**config.mk**
```make
export PLATFORM = sky130hd
export DESIGN_NAME = slc_cell
export DESIGN_NICKNAME = d
export VERILOG_FILES = /design/src/rtl/slc_pkg.sv /design/src/rtl/slc_cell.sv
export SDC_FILE = /design/constraint.sdc
export NUM_CORES = 1
export LEC_CHECK = 0
export BUFFER_PORTS_ARGS = -buffer_cell sky130_fd_sc_hd__buf_2
export CAP_MARGIN = 20
export CORE_ASPECT_RATIO = 1.1
export CORE_MARGIN = 3
export CORE_UTILIZATION = 35
export CTS_CLUSTER_DIAMETER = 120
export DETAILED_ROUTE_END_ITERATION = 10
export HOLD_SLACK_MARGIN = 0.03
export PLACE_DENSITY = 0.7
export SYNTH_ARGS = -nofsm -noshare
export SYNTH_HDL_FRONTEND = slang
export SYNTH_SLANG_ARGS = --single-unit
```
**constraint.sdc**
```tcl
create_clock -name clk -period 4.3 [get_ports clk]
set_input_delay 0.86 -clock clk [delete_from_list [all_inputs] [get_ports clk]]
set_output_delay 0.86 -clock clk [all_outputs]
set_load 0.005 [all_outputs]
```
**src/rtl/slc_pkg.sv**
```systemverilog
`timescale 1ns / 1ps
// ---------------------------------------------------------------------------
// slc_pkg: shared types and constants of the shifting array list
// Widths, request and status codes, controller states and the structs that
// travel between the controller and the row of storage cells.
// ---------------------------------------------------------------------------
package slc_pkg;

  localparam int DEPTH    = 64;
  localparam int IDX_W    = $clog2(DEPTH);
  localparam int CNT_W    = $clog2(DEPTH + 1);
  localparam int WORD_W   = 32;
  localparam int POS_W    = 7;
  localparam int FOUND_W  = 6;
  localparam int ECNT_W   = 7;
  localparam int CMP_W    = (CNT_W > POS_W) ? CNT_W : POS_W;

  typedef enum logic [2:0] {
    REQ_PUSH   = 3'd0,
    REQ_POP    = 3'd1,
    REQ_INSERT = 3'd2,
    REQ_DELETE = 3'd3,
    REQ_REMOVE = 3'd4,
    REQ_FIND   = 3'd5,
    REQ_READ   = 3'd6
  } req_t;

  typedef enum logic [2:0] {
    STAT_OK       = 3'd0,
    STAT_RANGE    = 3'd1,
    STAT_EMPTY    = 3'd2,
    STAT_FULL     = 3'd3,
    STAT_NOTFOUND = 3'd4
  } status_t;

  typedef enum logic [1:0] {
    FSM_IDLE,
    FSM_EXEC,
    FSM_SCAN,
    FSM_DONE
  } state_t;

  typedef enum logic [1:0] {
    CELL_HOLD,
    CELL_SHIFT_UP,
    CELL_SHIFT_DOWN
  } cell_op_t;

  typedef struct packed {
    cell_op_t                  op;
    logic [IDX_W-1:0]          from;
    logic                      load_en;
    logic [IDX_W-1:0]          load_at;
    logic signed [WORD_W-1:0]  load_word;
  } cell_ctl_t;

  typedef struct packed {
    logic                      is_empty;
    logic [ECNT_W-1:0]         entry_count;
    logic [FOUND_W-1:0]        found_at;
    logic signed [WORD_W-1:0]  word_out;
    status_t                   status;
  } result_t;

endpackage

```
**src/rtl/slc_cell.sv**
```systemverilog
`timescale 1ns / 1ps
// ---------------------------------------------------------------------------
// slc_cell: one storage cell of the list
// Holds one entry. Each cycle it keeps its word, takes the word of its lower
// or upper neighbor, or loads the broadcast word when its index is addressed.
// ---------------------------------------------------------------------------
module slc_cell (
  input  logic                              clk,
  input  slc_pkg::cell_ctl_t                ctl,
  input  logic [slc_pkg::IDX_W-1:0]         idx,
  input  logic signed [slc_pkg::WORD_W-1:0] left,
  input  logic signed [slc_pkg::WORD_W-1:0] right,
  output logic signed [slc_pkg::WORD_W-1:0] q
);

  logic signed [slc_pkg::WORD_W-1:0] q_next;

  always_comb begin
    q_next = q;
    if (ctl.load_en && (idx == ctl.load_at)) begin
      q_next = ctl.load_word;
    end else if ((ctl.op == slc_pkg::CELL_SHIFT_UP) && (idx > ctl.from)) begin
      q_next = left;
    end else if ((ctl.op == slc_pkg::CELL_SHIFT_DOWN) && (idx >= ctl.from)) begin
      q_next = right;
    end
  end

  always_ff @(posedge clk) begin
    q <= q_next;
  end

endmodule

```
==> results.txt <==
Leak -> 1.51 nW
DR vias -> 1747
Num Clock Sinks -> 32
CTS Buffer Depth -> 2
Initial DRT Pass Iterations -> 6
Diodes inserted -> 0
DR vias/cell -> 4.39
Initial DRC count -> 21
Gpl congestion -> 0.694
HPWL after detailed placement -> 3740 µm
Die span in x -> 80.3 µm
Slew @ Worst Pin -> 930 ps
GRT Resource Usage Total -> 0.130
Worst setup path class -> input port to register
HP Class -> input port to register
Top post-synthesis cells by count -> edfxtp_1 (32), mux2i_1 (32), a21oi_2 (23)
Final setup TNS -> 0 ps
Clock transition at path regs -> 60 ps
Power per cell area -> 272 nW/µm²
Final Hold Vio Count -> 0
Adder-cell share of the synthesized area -> 0.0353
Synth Area per Inst -> 12.3 µm²
Power share of the clock group -> 0.258
Max_cap viols -> 0
Main combinational cell family by area after synthesis -> multiplexers
Ys flop type -> edfxtp_1
First-pass GRT wire length -> 7200 µm
Synth Area in Compound Gates -> 0.144
Area Overhead vs Synth -> 38.9%
Final setup viols -> 0
Psw -> 0.198 mW
# DRC -> 0
Layout Utilization -> 0.505
Netlist cell types -> 24
Status -> complete, no violations
Pin count of the biggest net entering global routing -> 65
Number of port buffers -> 149
Dominant cells by area after synthesis -> edfxtp_1 (45%), mux2i_1 (15%), a21oi_2 (9.5%)
Resize count post-CTS -> 0
Die ar. -> 7040 µm²
Mapped Area -> 2120 µm²
Max IR drop VDD -> 110 µV
RSZ-0062 raised after global routing -> no
Post-synth EDFFs -> 32
Row cnt -> 29
Root Driver -> clkbuf_8
Logic pwr share -> 0.243
# hold bufs at CTS -> 0
Routed WL per cell -> 12.1 µm
Dpl ws -> 1250 ps
Synth Register Bits -> 32
Hold endpoint -> q[13]
Cell taking the most area after synthesis -> edfxtp_1
Slew margin rel. -> 0.380
Syn Nets -> 297
Worst hold start -> ctl[13]
Critical Path Source Type -> input port
Initial Utilization -> 0.364
Biggest regs -> q: 32 flops
Total power -> 0.804 mW
Slew Limit Fails -> 0
Post-DRT Antenna Nets -> 0
Num CTS Buffers -> 5
IO Pins -> 150
CP endpoint kind -> register
# nets final -> 445
Largest reg by FF count -> q
Max FFs per register -> 32
Worst EP arrival -> 2730 ps
Final Hold Slack -> 904 ps
Synthesis Warnings -> 0
Synthesized instance count -> 173
Core area -> 5840 µm²
Vias in the first global route -> 1676
Synth top area share -> 0.452
Min Tclk post-route -> 2740 ps
Initial antenna violation count -> 0
Post-synthesis xor/xnor area fraction -> 0.0247
Internal power -> 0.606 mW
Net Sw Frac -> 0.246
Reg power frac -> 0.499
Hold Path Depth -> 3
Post-CTS setup buffers -> 0
Worst setup path start -> ctl[44]
Worst setup margin -> 1560 ps
Die height -> 87.7 µm
Req. time, crit path -> 4280 ps
Fraction of registers with async set/reset -> 0
Register area share after synthesis -> 0.452
Final wirelength -> 4810 µm
Worst-path maximum fanout -> 32
CTS tree -> built
Synth Area in Simple Gates -> 0.125
Fmax -> 365 MHz
Period utilization -> 0.638
H-tree levels -> 2
Mux cell area share after synthesis -> 0.151
Share of cells above drive strength 1 -> 0.626
Grt ovf -> 0
final cells by class:
cell class | count | area, µm²
Multi-Input combinational cell | 123 | 1020
Clock inverter | 1 | 5.00
Timing Repair Buffer | 151 | 761
Clock buffer | 6 | 72.6
Fill cell | 560 | 2890
Sequential cell | 32 | 961
Inverter | 8 | 30.0
Tap cell | 77 | 96.3
kinds of logic after synthesis:
logic type                 count (synthesis)
xor gates and xnor gates                   6
AOI/OAI and AO/OA                         39
adders and majority gates                  6
and+or+nand+nor                           40
muxes                                     32
buffers and inverters                     18
DFF                                       32
critical path, cell delays in order:
cell and delay, ps:
buf_2 80, inv_1 40, ha_1 320, a21oi_1 150, o21ai_1 130, o221ai_4 200, buf_4 510, mux2i_1 320
a21oi_2 90
power by group through the flow:
stage / Clock (mW) / Sequential, mW / Combinational, mW
2_1_floorplan: 0 / 0.416 / 0.0848
3_3_place_gp: 0 / 0.407 / 0.195
3_5_place_dp: 0 / 0.408 / 0.199
4_1_cts: 0.220 / 0.402 / 0.200
5_1_grt: 0.229 / 0.405 / 0.217
6_report: 0.207 / 0.401 / 0.195
routing by layer:
metal  vias up  global-route usage  share of wire
li1        918                   -              -
met1       743               0.147           0.39
met2        84               0.243           0.52
met3         2              0.0247          0.082
met4         0              0.0461         0.0083
met5         -                   0              0
layout by cell type, fill, tap and decap left out, drive strengths merged:
cell type	Yosys	routed
ha	6	6
nand2b	1	1
clkbuf	1	6
o21ai	1	1
a31oi	1	1
inv	8	8
xnor2	3	3
nand2	2	2
buf	9	151
or4	1	1
xor2	3	3
a21oi	35	35
o211ai	1	1
edfxtp	32	32
nand4	2	2
nor2	33	33
mux2i	32	32
o221ai	1	1
clkinv	0	1
nand3	1	1
metrics by stage:
stage	area, µm²	std cells
global placement	2870	391
global route	2950	398
finish	2950	398
detailed placement	2870	391
CTS	2950	398
floorplan	2120	173
worst max-delay path by stage:
| stage | end | depth (start not counted) |
|---|---|---|
| 2_1_floorplan | q[0] | 7 |
| 3_3_place_gp | q[21] | 7 |
| 3_5_place_dp | q[18] | 9 |
| 4_1_cts | q[18] | 9 |
| 5_1_grt | q[13] | 7 |
| 6_report | q[18] | 9 |
Power figures use the tool's default switching activity.
