--- src/rtl/slc_pkg.sv ---
`timescale 1ns / 1ps
// ---------------------------------------------------------------------------
// slc_pkg: shared types and constants of the shifting array list
// Widths, request and status codes, controller states and the structs that
// travel between the controller and the row of storage cells.
// ---------------------------------------------------------------------------
package slc_pkg;

  localparam int DEPTH    = 64;
  localparam int IDX_W    = $clog2(DEPTH);
  localparam int CNT_W    = $clog2(DEPTH + 1);
  localparam int WORD_W   = 32;
  localparam int POS_W    = 7;
  localparam int FOUND_W  = 6;
  localparam int ECNT_W   = 7;
  localparam int CMP_W    = (CNT_W > POS_W) ? CNT_W : POS_W;

  typedef enum logic [2:0] {
    REQ_PUSH   = 3'd0,
    REQ_POP    = 3'd1,
    REQ_INSERT = 3'd2,
    REQ_DELETE = 3'd3,
    REQ_REMOVE = 3'd4,
    REQ_FIND   = 3'd5,
    REQ_READ   = 3'd6
  } req_t;

  typedef enum logic [2:0] {
    STAT_OK       = 3'd0,
    STAT_RANGE    = 3'd1,
    STAT_EMPTY    = 3'd2,
    STAT_FULL     = 3'd3,
    STAT_NOTFOUND = 3'd4
  } status_t;

  typedef enum logic [1:0] {
    FSM_IDLE,
    FSM_EXEC,
    FSM_SCAN,
    FSM_DONE
  } state_t;

  typedef enum logic [1:0] {
    CELL_HOLD,
    CELL_SHIFT_UP,
    CELL_SHIFT_DOWN
  } cell_op_t;

  typedef struct packed {
    cell_op_t                  op;
    logic [IDX_W-1:0]          from;
    logic                      load_en;
    logic [IDX_W-1:0]          load_at;
    logic signed [WORD_W-1:0]  load_word;
  } cell_ctl_t;

  typedef struct packed {
    logic                      is_empty;
    logic [ECNT_W-1:0]         entry_count;
    logic [FOUND_W-1:0]        found_at;
    logic signed [WORD_W-1:0]  word_out;
    status_t                   status;
  } result_t;

endpackage

--- src/rtl/slc_ctrl.sv ---
`timescale 1ns / 1ps
// ---------------------------------------------------------------------------
// slc_ctrl: request sequencer of the shifting array list
// Decodes a request, drives the cell row, rotates the list through the row
// for remove, find and read, and holds the result beat in an output register.
// ---------------------------------------------------------------------------
module slc_ctrl (
  input  logic                              clk,
  input  logic                              rst,
  input  logic                              s_tvalid,
  output logic                              s_tready,
  input  slc_pkg::req_t                     req_in,
  input  logic [slc_pkg::POS_W-1:0]         pos_in,
  input  logic signed [slc_pkg::WORD_W-1:0] word_in,
  input  logic signed [slc_pkg::WORD_W-1:0] head,
  output slc_pkg::cell_ctl_t                ctl,
  output logic                              m_tvalid,
  input  logic                              m_tready,
  output slc_pkg::result_t                  res_out
);

  localparam int IW = slc_pkg::IDX_W;
  localparam int CW = slc_pkg::CNT_W;
  localparam int PW = slc_pkg::CMP_W;

  slc_pkg::state_t state, state_next;

  slc_pkg::req_t                     req_r;
  logic [slc_pkg::POS_W-1:0]         pos_r;
  logic signed [slc_pkg::WORD_W-1:0] word_r;

  logic [CW-1:0]                     count, count_next;
  logic [CW-1:0]                     cnt0;
  logic [CW-1:0]                     len, len_after;
  logic [IW-1:0]                     step;
  logic                              found, found_now;
  logic [IW-1:0]                     at, at_now;
  logic signed [slc_pkg::WORD_W-1:0] rd, rd_now;

  logic             finish, scan_start, out_free, keep, last_step, head_match;
  logic             full, empty, pos_ok_ins, pos_ok_idx;
  slc_pkg::result_t res_now, res_hold;

  assign out_free   = !m_tvalid || m_tready;
  assign full       = (count == CW'(slc_pkg::DEPTH));
  assign empty      = (count == '0);
  assign pos_ok_ins = (PW'(pos_r) <= PW'(count));
  assign pos_ok_idx = (PW'(pos_r) < PW'(count));
  assign head_match = (head == word_r);
  assign keep       = !((req_r == slc_pkg::REQ_REMOVE) && head_match);
  assign len_after  = keep ? len : len - CW'(1);
  assign last_step  = ((CW'(step) + CW'(1)) == cnt0);
  assign found_now  = found || head_match;
  assign at_now     = found ? at : step;
  assign rd_now     = (PW'(step) == PW'(pos_r)) ? head : rd;

  // Next state.
  always_comb begin
    state_next = state;
    case (state)
      slc_pkg::FSM_IDLE: begin
        if (s_tvalid) state_next = slc_pkg::FSM_EXEC;
      end
      slc_pkg::FSM_EXEC: begin
        if (finish) state_next = out_free ? slc_pkg::FSM_IDLE : slc_pkg::FSM_DONE;
        else        state_next = slc_pkg::FSM_SCAN;
      end
      slc_pkg::FSM_SCAN: begin
        if (finish) state_next = out_free ? slc_pkg::FSM_IDLE : slc_pkg::FSM_DONE;
      end
      slc_pkg::FSM_DONE: begin
        if (out_free) state_next = slc_pkg::FSM_IDLE;
      end
      default: state_next = slc_pkg::FSM_IDLE;
    endcase
  end

  // Outputs: cell commands, completion and the result of the current request.
  always_comb begin
    s_tready          = (state == slc_pkg::FSM_IDLE);
    ctl.op            = slc_pkg::CELL_HOLD;
    ctl.from          = '0;
    ctl.load_en       = 1'b0;
    ctl.load_at       = '0;
    ctl.load_word     = word_r;
    finish            = 1'b0;
    scan_start        = 1'b0;
    count_next        = count;
    res_now.status    = slc_pkg::STAT_OK;
    res_now.word_out  = '0;
    res_now.found_at  = '0;
    case (state)
      slc_pkg::FSM_EXEC: begin
        case (req_r)
          slc_pkg::REQ_PUSH: begin
            finish = 1'b1;
            if (full) begin
              res_now.status = slc_pkg::STAT_FULL;
            end else begin
              ctl.load_en = 1'b1;
              ctl.load_at = IW'(count);
              count_next  = count + CW'(1);
            end
          end
          slc_pkg::REQ_POP: begin
            finish = 1'b1;
            if (empty) res_now.status = slc_pkg::STAT_EMPTY;
            else       count_next = count - CW'(1);
          end
          slc_pkg::REQ_INSERT: begin
            finish = 1'b1;
            if (!pos_ok_ins) begin
              res_now.status = slc_pkg::STAT_RANGE;
            end else if (full) begin
              res_now.status = slc_pkg::STAT_FULL;
            end else begin
              ctl.op      = slc_pkg::CELL_SHIFT_UP;
              ctl.from    = IW'(pos_r);
              ctl.load_en = 1'b1;
              ctl.load_at = IW'(pos_r);
              count_next  = count + CW'(1);
            end
          end
          slc_pkg::REQ_DELETE: begin
            finish = 1'b1;
            if (!pos_ok_idx) begin
              res_now.status = slc_pkg::STAT_RANGE;
            end else begin
              ctl.op     = slc_pkg::CELL_SHIFT_DOWN;
              ctl.from   = IW'(pos_r);
              count_next = count - CW'(1);
            end
          end
          slc_pkg::REQ_REMOVE: begin
            if (empty) finish = 1'b1;
            else       scan_start = 1'b1;
          end
          slc_pkg::REQ_FIND: begin
            if (empty) begin
              finish         = 1'b1;
              res_now.status = slc_pkg::STAT_NOTFOUND;
            end else begin
              scan_start = 1'b1;
            end
          end
          slc_pkg::REQ_READ: begin
            if (!pos_ok_idx) begin
              finish         = 1'b1;
              res_now.status = slc_pkg::STAT_RANGE;
            end else begin
              scan_start = 1'b1;
            end
          end
          default: finish = 1'b1;
        endcase
      end
      slc_pkg::FSM_SCAN: begin
        // The head leaves the row and, unless removed, rejoins at the tail.
        ctl.op        = slc_pkg::CELL_SHIFT_DOWN;
        ctl.load_en   = keep;
        ctl.load_at   = IW'(len - CW'(1));
        ctl.load_word = head;
        if (last_step) begin
          finish     = 1'b1;
          count_next = len_after;
          if (req_r == slc_pkg::REQ_FIND) begin
            res_now.status   = found_now ? slc_pkg::STAT_OK : slc_pkg::STAT_NOTFOUND;
            res_now.found_at = found_now ? slc_pkg::FOUND_W'(at_now) : '0;
          end
          if (req_r == slc_pkg::REQ_READ) res_now.word_out = rd_now;
        end
      end
      default: ;
    endcase
    res_now.entry_count = slc_pkg::ECNT_W'(count_next);
    res_now.is_empty    = (count_next == '0);
  end

  always_ff @(posedge clk) begin
    if (rst) begin
      state    <= slc_pkg::FSM_IDLE;
      count    <= '0;
      m_tvalid <= 1'b0;
    end else begin
      state <= state_next;
      count <= count_next;
      if ((finish || (state == slc_pkg::FSM_DONE)) && out_free) begin
        m_tvalid <= 1'b1;
      end else if (m_tready) begin
        m_tvalid <= 1'b0;
      end
    end
  end

  always_ff @(posedge clk) begin
    if (s_tvalid && s_tready) begin
      req_r  <= req_in;
      pos_r  <= pos_in;
      word_r <= word_in;
    end
    if (scan_start) begin
      step  <= '0;
      cnt0  <= count;
      len   <= count;
      found <= 1'b0;
      at    <= '0;
      rd    <= '0;
    end else if (state == slc_pkg::FSM_SCAN) begin
      step  <= step + IW'(1);
      len   <= len_after;
      found <= found_now;
      at    <= at_now;
      rd    <= rd_now;
    end
    if (finish) begin
      if (out_free) res_out <= res_now;
      else          res_hold <= res_now;
    end else if ((state == slc_pkg::FSM_DONE) && out_free) begin
      res_out <= res_hold;
    end
  end

  a_count_bound: assert property (@(posedge clk) disable iff (rst)
    count <= CW'(slc_pkg::DEPTH))
    else $error("entry count above capacity");

  a_len_bound: assert property (@(posedge clk) disable iff (rst)
    (state == slc_pkg::FSM_SCAN) |-> ((len <= cnt0) && (CW'(step) < cnt0)))
    else $error("rotation ran past the list length");

  a_result_out: assert property (@(posedge clk) disable iff (rst)
    (finish && out_free) |=> (m_tvalid && (state == slc_pkg::FSM_IDLE)))
    else $error("finished request did not reach the output register");

  a_done_waits: assert property (@(posedge clk) disable iff (rst)
    (state == slc_pkg::FSM_DONE) |-> m_tvalid)
    else $error("result held back while output register is free");

endmodule

--- config.mk ---
export PLATFORM = sky130hd
export DESIGN_NAME = slc_ctrl
export DESIGN_NICKNAME = d
export VERILOG_FILES = /design/src/rtl/slc_pkg.sv /design/src/rtl/slc_ctrl.sv
export SDC_FILE = /design/constraint.sdc
export NUM_CORES = 1
export LEC_CHECK = 0
export ABC_AREA = 1
export BUFFER_PORTS_ARGS = -buffer_cell sky130_fd_sc_hd__buf_2
export CAP_MARGIN = 40
export CORE_ASPECT_RATIO = 0.7
export CORE_MARGIN = 2
export CORE_UTILIZATION = 52
export DETAILED_ROUTE_END_ITERATION = 6
export GPL_TIMING_DRIVEN = 0
export PLACE_DENSITY = 0.87
export RECOVER_POWER = 50
export SLEW_MARGIN = 5
export SYNTH_ARGS = -nofsm -noshare
export SYNTH_HDL_FRONTEND = slang
export SYNTH_SLANG_ARGS = --single-unit
--- constraint.sdc ---
create_clock -name clk -period 4.7 [get_ports clk]
set_clock_uncertainty 0.1 [all_clocks]
set_input_delay 0.235 -clock clk [delete_from_list [all_inputs] [get_ports clk]]
set_output_delay 0.235 -clock clk [all_outputs]
set_load 0.005 [all_outputs]
==> results.yml <==
outcome:
  outcome: "complete, but fails checks"
  failed_checks: "max-capacitance violations, max-slew violations"
place:
  dp.cells: 1736
  gp_congestion: 1.04
  place_area_mm2: 0.0120
  dpl.hpwl_mm: 23.7
  io_buffers: 174
clocking:
  cts_resized: 0
  clkTransAtPathRegs_ns: 0.07
  cts_buffers: 21
  cts_tree: "built"
  clock-sinks: 209
  h-tree-depth: 1
  ctsRootBufferMaster: "clkbuf_16"
  insertion_delay_ns: 0.51
  clockBufferDepth: 3
logic_synthesis:
  synth_top_family_by_area: "simple AND/OR/NAND/NOR gates"
  ys_warn_count: 0
  synthesis.nets: 1383
  synth.area.mux_share: 0.000933
  ys_ff_latch: 209
  yosys.area_share.xor_xnor: 0.0245
  synth_cells: 1289
  synthesis.area_mm2: 0.0107
  synth_compound_area_frac: 0.104
  synth.distinct_cells: 42
  synth-adder-area-share: 0.0187
  yosys.area_share.simple: 0.243
  ys_seq_area_frac: 0.534
  syn-mean-instance-area_um2: 8.32
setup_path:
  r2r_start: "count[4]$_SDFF_PP0_"
  worstSetupPathType: "reg -> out"
  start_kind: "register"
  crit_buf_inv: 4
  critPathRequiredTime_ns: 4.37
  cpMostUsedCell: "nand2_1"
  cpMaxStageDelayCell: "clkbuf_1"
  cp_max_fo: 10
  max_stage_delay_ns: 0.50
  crit_path_start: "count[4]$_SDFF_PP0_"
  cp_data_arrival_time_ns: 4.02
  worstSetupEndpointType: "primary output"
  path_cells: "inv_1, clkbuf_1, ha_1, nand2_1, nand2_1, a21oi_1, nand2_1, nand2_1, nand2_1, nor2_1, inv_1, o22ai_1, a22oi_1, nor2_1, buf_2"
  crit_family: "simple AND/OR/NAND/NOR gates"
detailed_routing:
  wl_mm: 32.1
  firstDrtPassIters: 5
  dr_total_vias: 10100
  drt_iter0_markers: 1303
  ant_nets: 0
  via_per_inst: 5.58
  avgRoutedWirePerCell_um: 17.7
  drc: 0
final_layout:
  fillers: 1692
  fin_cells: 1817
  final_cell_mix: "nand2_1 (402), edfxtp_1 (154), buf_2 (143)"
  final_common_cell: "nand2_1"
  final_net_count: 1625
  drive_gt1_frac: 0.127
  postLayoutCoreUtil: 0.646
  register_area_mm2: 0.00573
  design_area_mm2: 0.0129
  multiInputGateArea_mm2: 0.00417
  syn_to_final_growth_pct: 20.6
floorplanning:
  dieArea_mm2: 0.0218
  io-pin-count: 176
  dieHeight_um: 124
  row_count: 43
  start_util: 0.536
  die_w_um: 176
  core_area_mm2: 0.0200
timing:
  slew_headroom: -0.507
  period_share: 0.926
  worst_slew_pin_slew_ns: 2.26
  finalCriticalPeriod_ns: 4.35
  fmax_mhz: 230
  rsz0062_at_grt: "no"
  slew_viol_final: 43
  setup_viol: 0
  whs_ns: 0.0421
  hold_viol_final: 0
global_route:
  gr-total-overflow: 0
  antenna_found_initial: 0
  track_usage: 0.292
  grt_max_degree: 43
  grt_pass1_wl_mm: 49.1
  grt_pass1_vias: 9151
power:
  power_mw: 5.59
  power_density_mw_per_mm2: 432
  p_leak_nw: 5.46
  vdd_drop_max_mv: 0.266
flow_run:
  cap_violations: 1
worst_hold_path:
  worst_hold_path_type: "in -> reg"
  holdCritStartpoint: "head[25]"
[cells by family (layout without fill, tap and decap cells)]
| family | after synthesis | count (layout) |
|---|---|---|
| simple gates | 631 | 631 |
| other cells | 0 | 1 |
| mux | 1 | 1 |
| xor+xnor | 30 | 30 |
| fa+ha+maj | 16 | 16 |
| buf+inv | 199 | 456 |
| flops | 209 | 209 |
| compound gates | 203 | 203 |
[metal layers]
| metal | wire, µm | track usage | up-vias |
|---|---|---|---|
| met5 | 0 | 0 | - |
| met1 | 14000 | 0.435 | 4631 |
| li1 | - | - | 4756 |
| met2 | 13400 | 0.432 | 687 |
| met4 | 707 | 0.0754 | 0 |
| met3 | 4060 | 0.0665 | 69 |
[area by class of cell]
cell class,count,share of cell area
tap,270,0.0261
clock inverter,12,0.00677
antenna,1,0.000193
inverter,139,0.0403
timing repair buffer,219,0.0986
multi-input combinational,881,0.323
clock buffer,26,0.0421
sequential,209,0.443
buffer,60,0.0208
[worst min-delay path, cell delays in order]
cell,delay (ns)
buf_2,0.12
o21ai_0,0.13
o22ai_1,0.12
[cells in the mapped netlist]
cell type	number	area, µm²
nand4_1	16	100
nand3_2	3	30.0
a21oi_1	71	355
clkinv_1	1	3.75
buf_2	22	110
nor2_1	120	450
nand2_2	2	12.5
nor3_1	15	75.1
buf_6	5	56.3
edfxtp_1	154	4620
and2_1	1	6.26
nor2_4	1	11.3
a22oi_1	2	15.0
o211ai_1	4	30.0
a31oi_1	6	37.5
mux2i_1	1	10.0
nor2_8	1	20.0
nand3_1	59	295
or2_2	2	12.5
a31o_2	1	8.76
a21oi_2	2	17.5
a32o_1	1	10.0
o21ai_1	5	25.0
o22ai_1	33	206
nand2_1	401	1510
inv_2	7	26.3
clkbuf_1	26	97.6
buf_1	7	26.3
o221ai_1	1	8.76
ha_1	16	200
a211oi_1	1	7.51
o21ai_0	73	365
inv_1	131	492
dfxtp_1	55	1100
xnor2_1	19	166
nand3b_1	6	45.0
nand2_4	1	11.3
xor2_1	11	96.3
nor2_2	2	12.5
a21o_1	1	7.51
o32ai_1	2	17.5
nand3b_4	1	20.0
[sequential cells by signal, summed over array words and instances (netlist names), 2 cells and up]
name      cells
step          6
cnt0          7
rd           32
res_out      49
req_r         3
pos_r         7
state         2
at            6
word_r       32
len           7
res_hold     49
count         7
[where the power goes]
| group | internal (mW) | switching, mW | total [mW] |
|---|---|---|---|
| clock network | 0.881 | 0.708 | 1.59 |
| logic | 0.505 | 1.00 | 1.51 |
| registers | 2.33 | 0.167 | 2.49 |
[timing repair]
item | in CTS | in global routing
hold buffers | 42 | 0
hold endpoints to repair | 42 | 0
setup buffers | 0 | 0
[through the flow]
stage / setup TNS [ns] / setup slack [ns]
after global placement: -86.42 / -1.31
after global routing: 0 / 0.0999
after CTS: 0 / 0.568
final: 0 / 0.348
after floorplan: 0 / 0.186
after detailed placement: 0 / 0.630
[worst paths after layout]
kind / to / slack (ns) / cells past startpoint
worst max-delay path: ctl[36] / 0.35 / 15
worst min-delay path: rd[25]$_SDFFE_PP0P_ / 0.04 / 3
worst max register to register: res_hold[19]$_DFFE_PN_ / 0.42 / 18
worst min register to register: cnt0[2]$_DFFE_PP_ / 0.33 / 0
No activity file was read; power rests on OpenSTA's default activity.
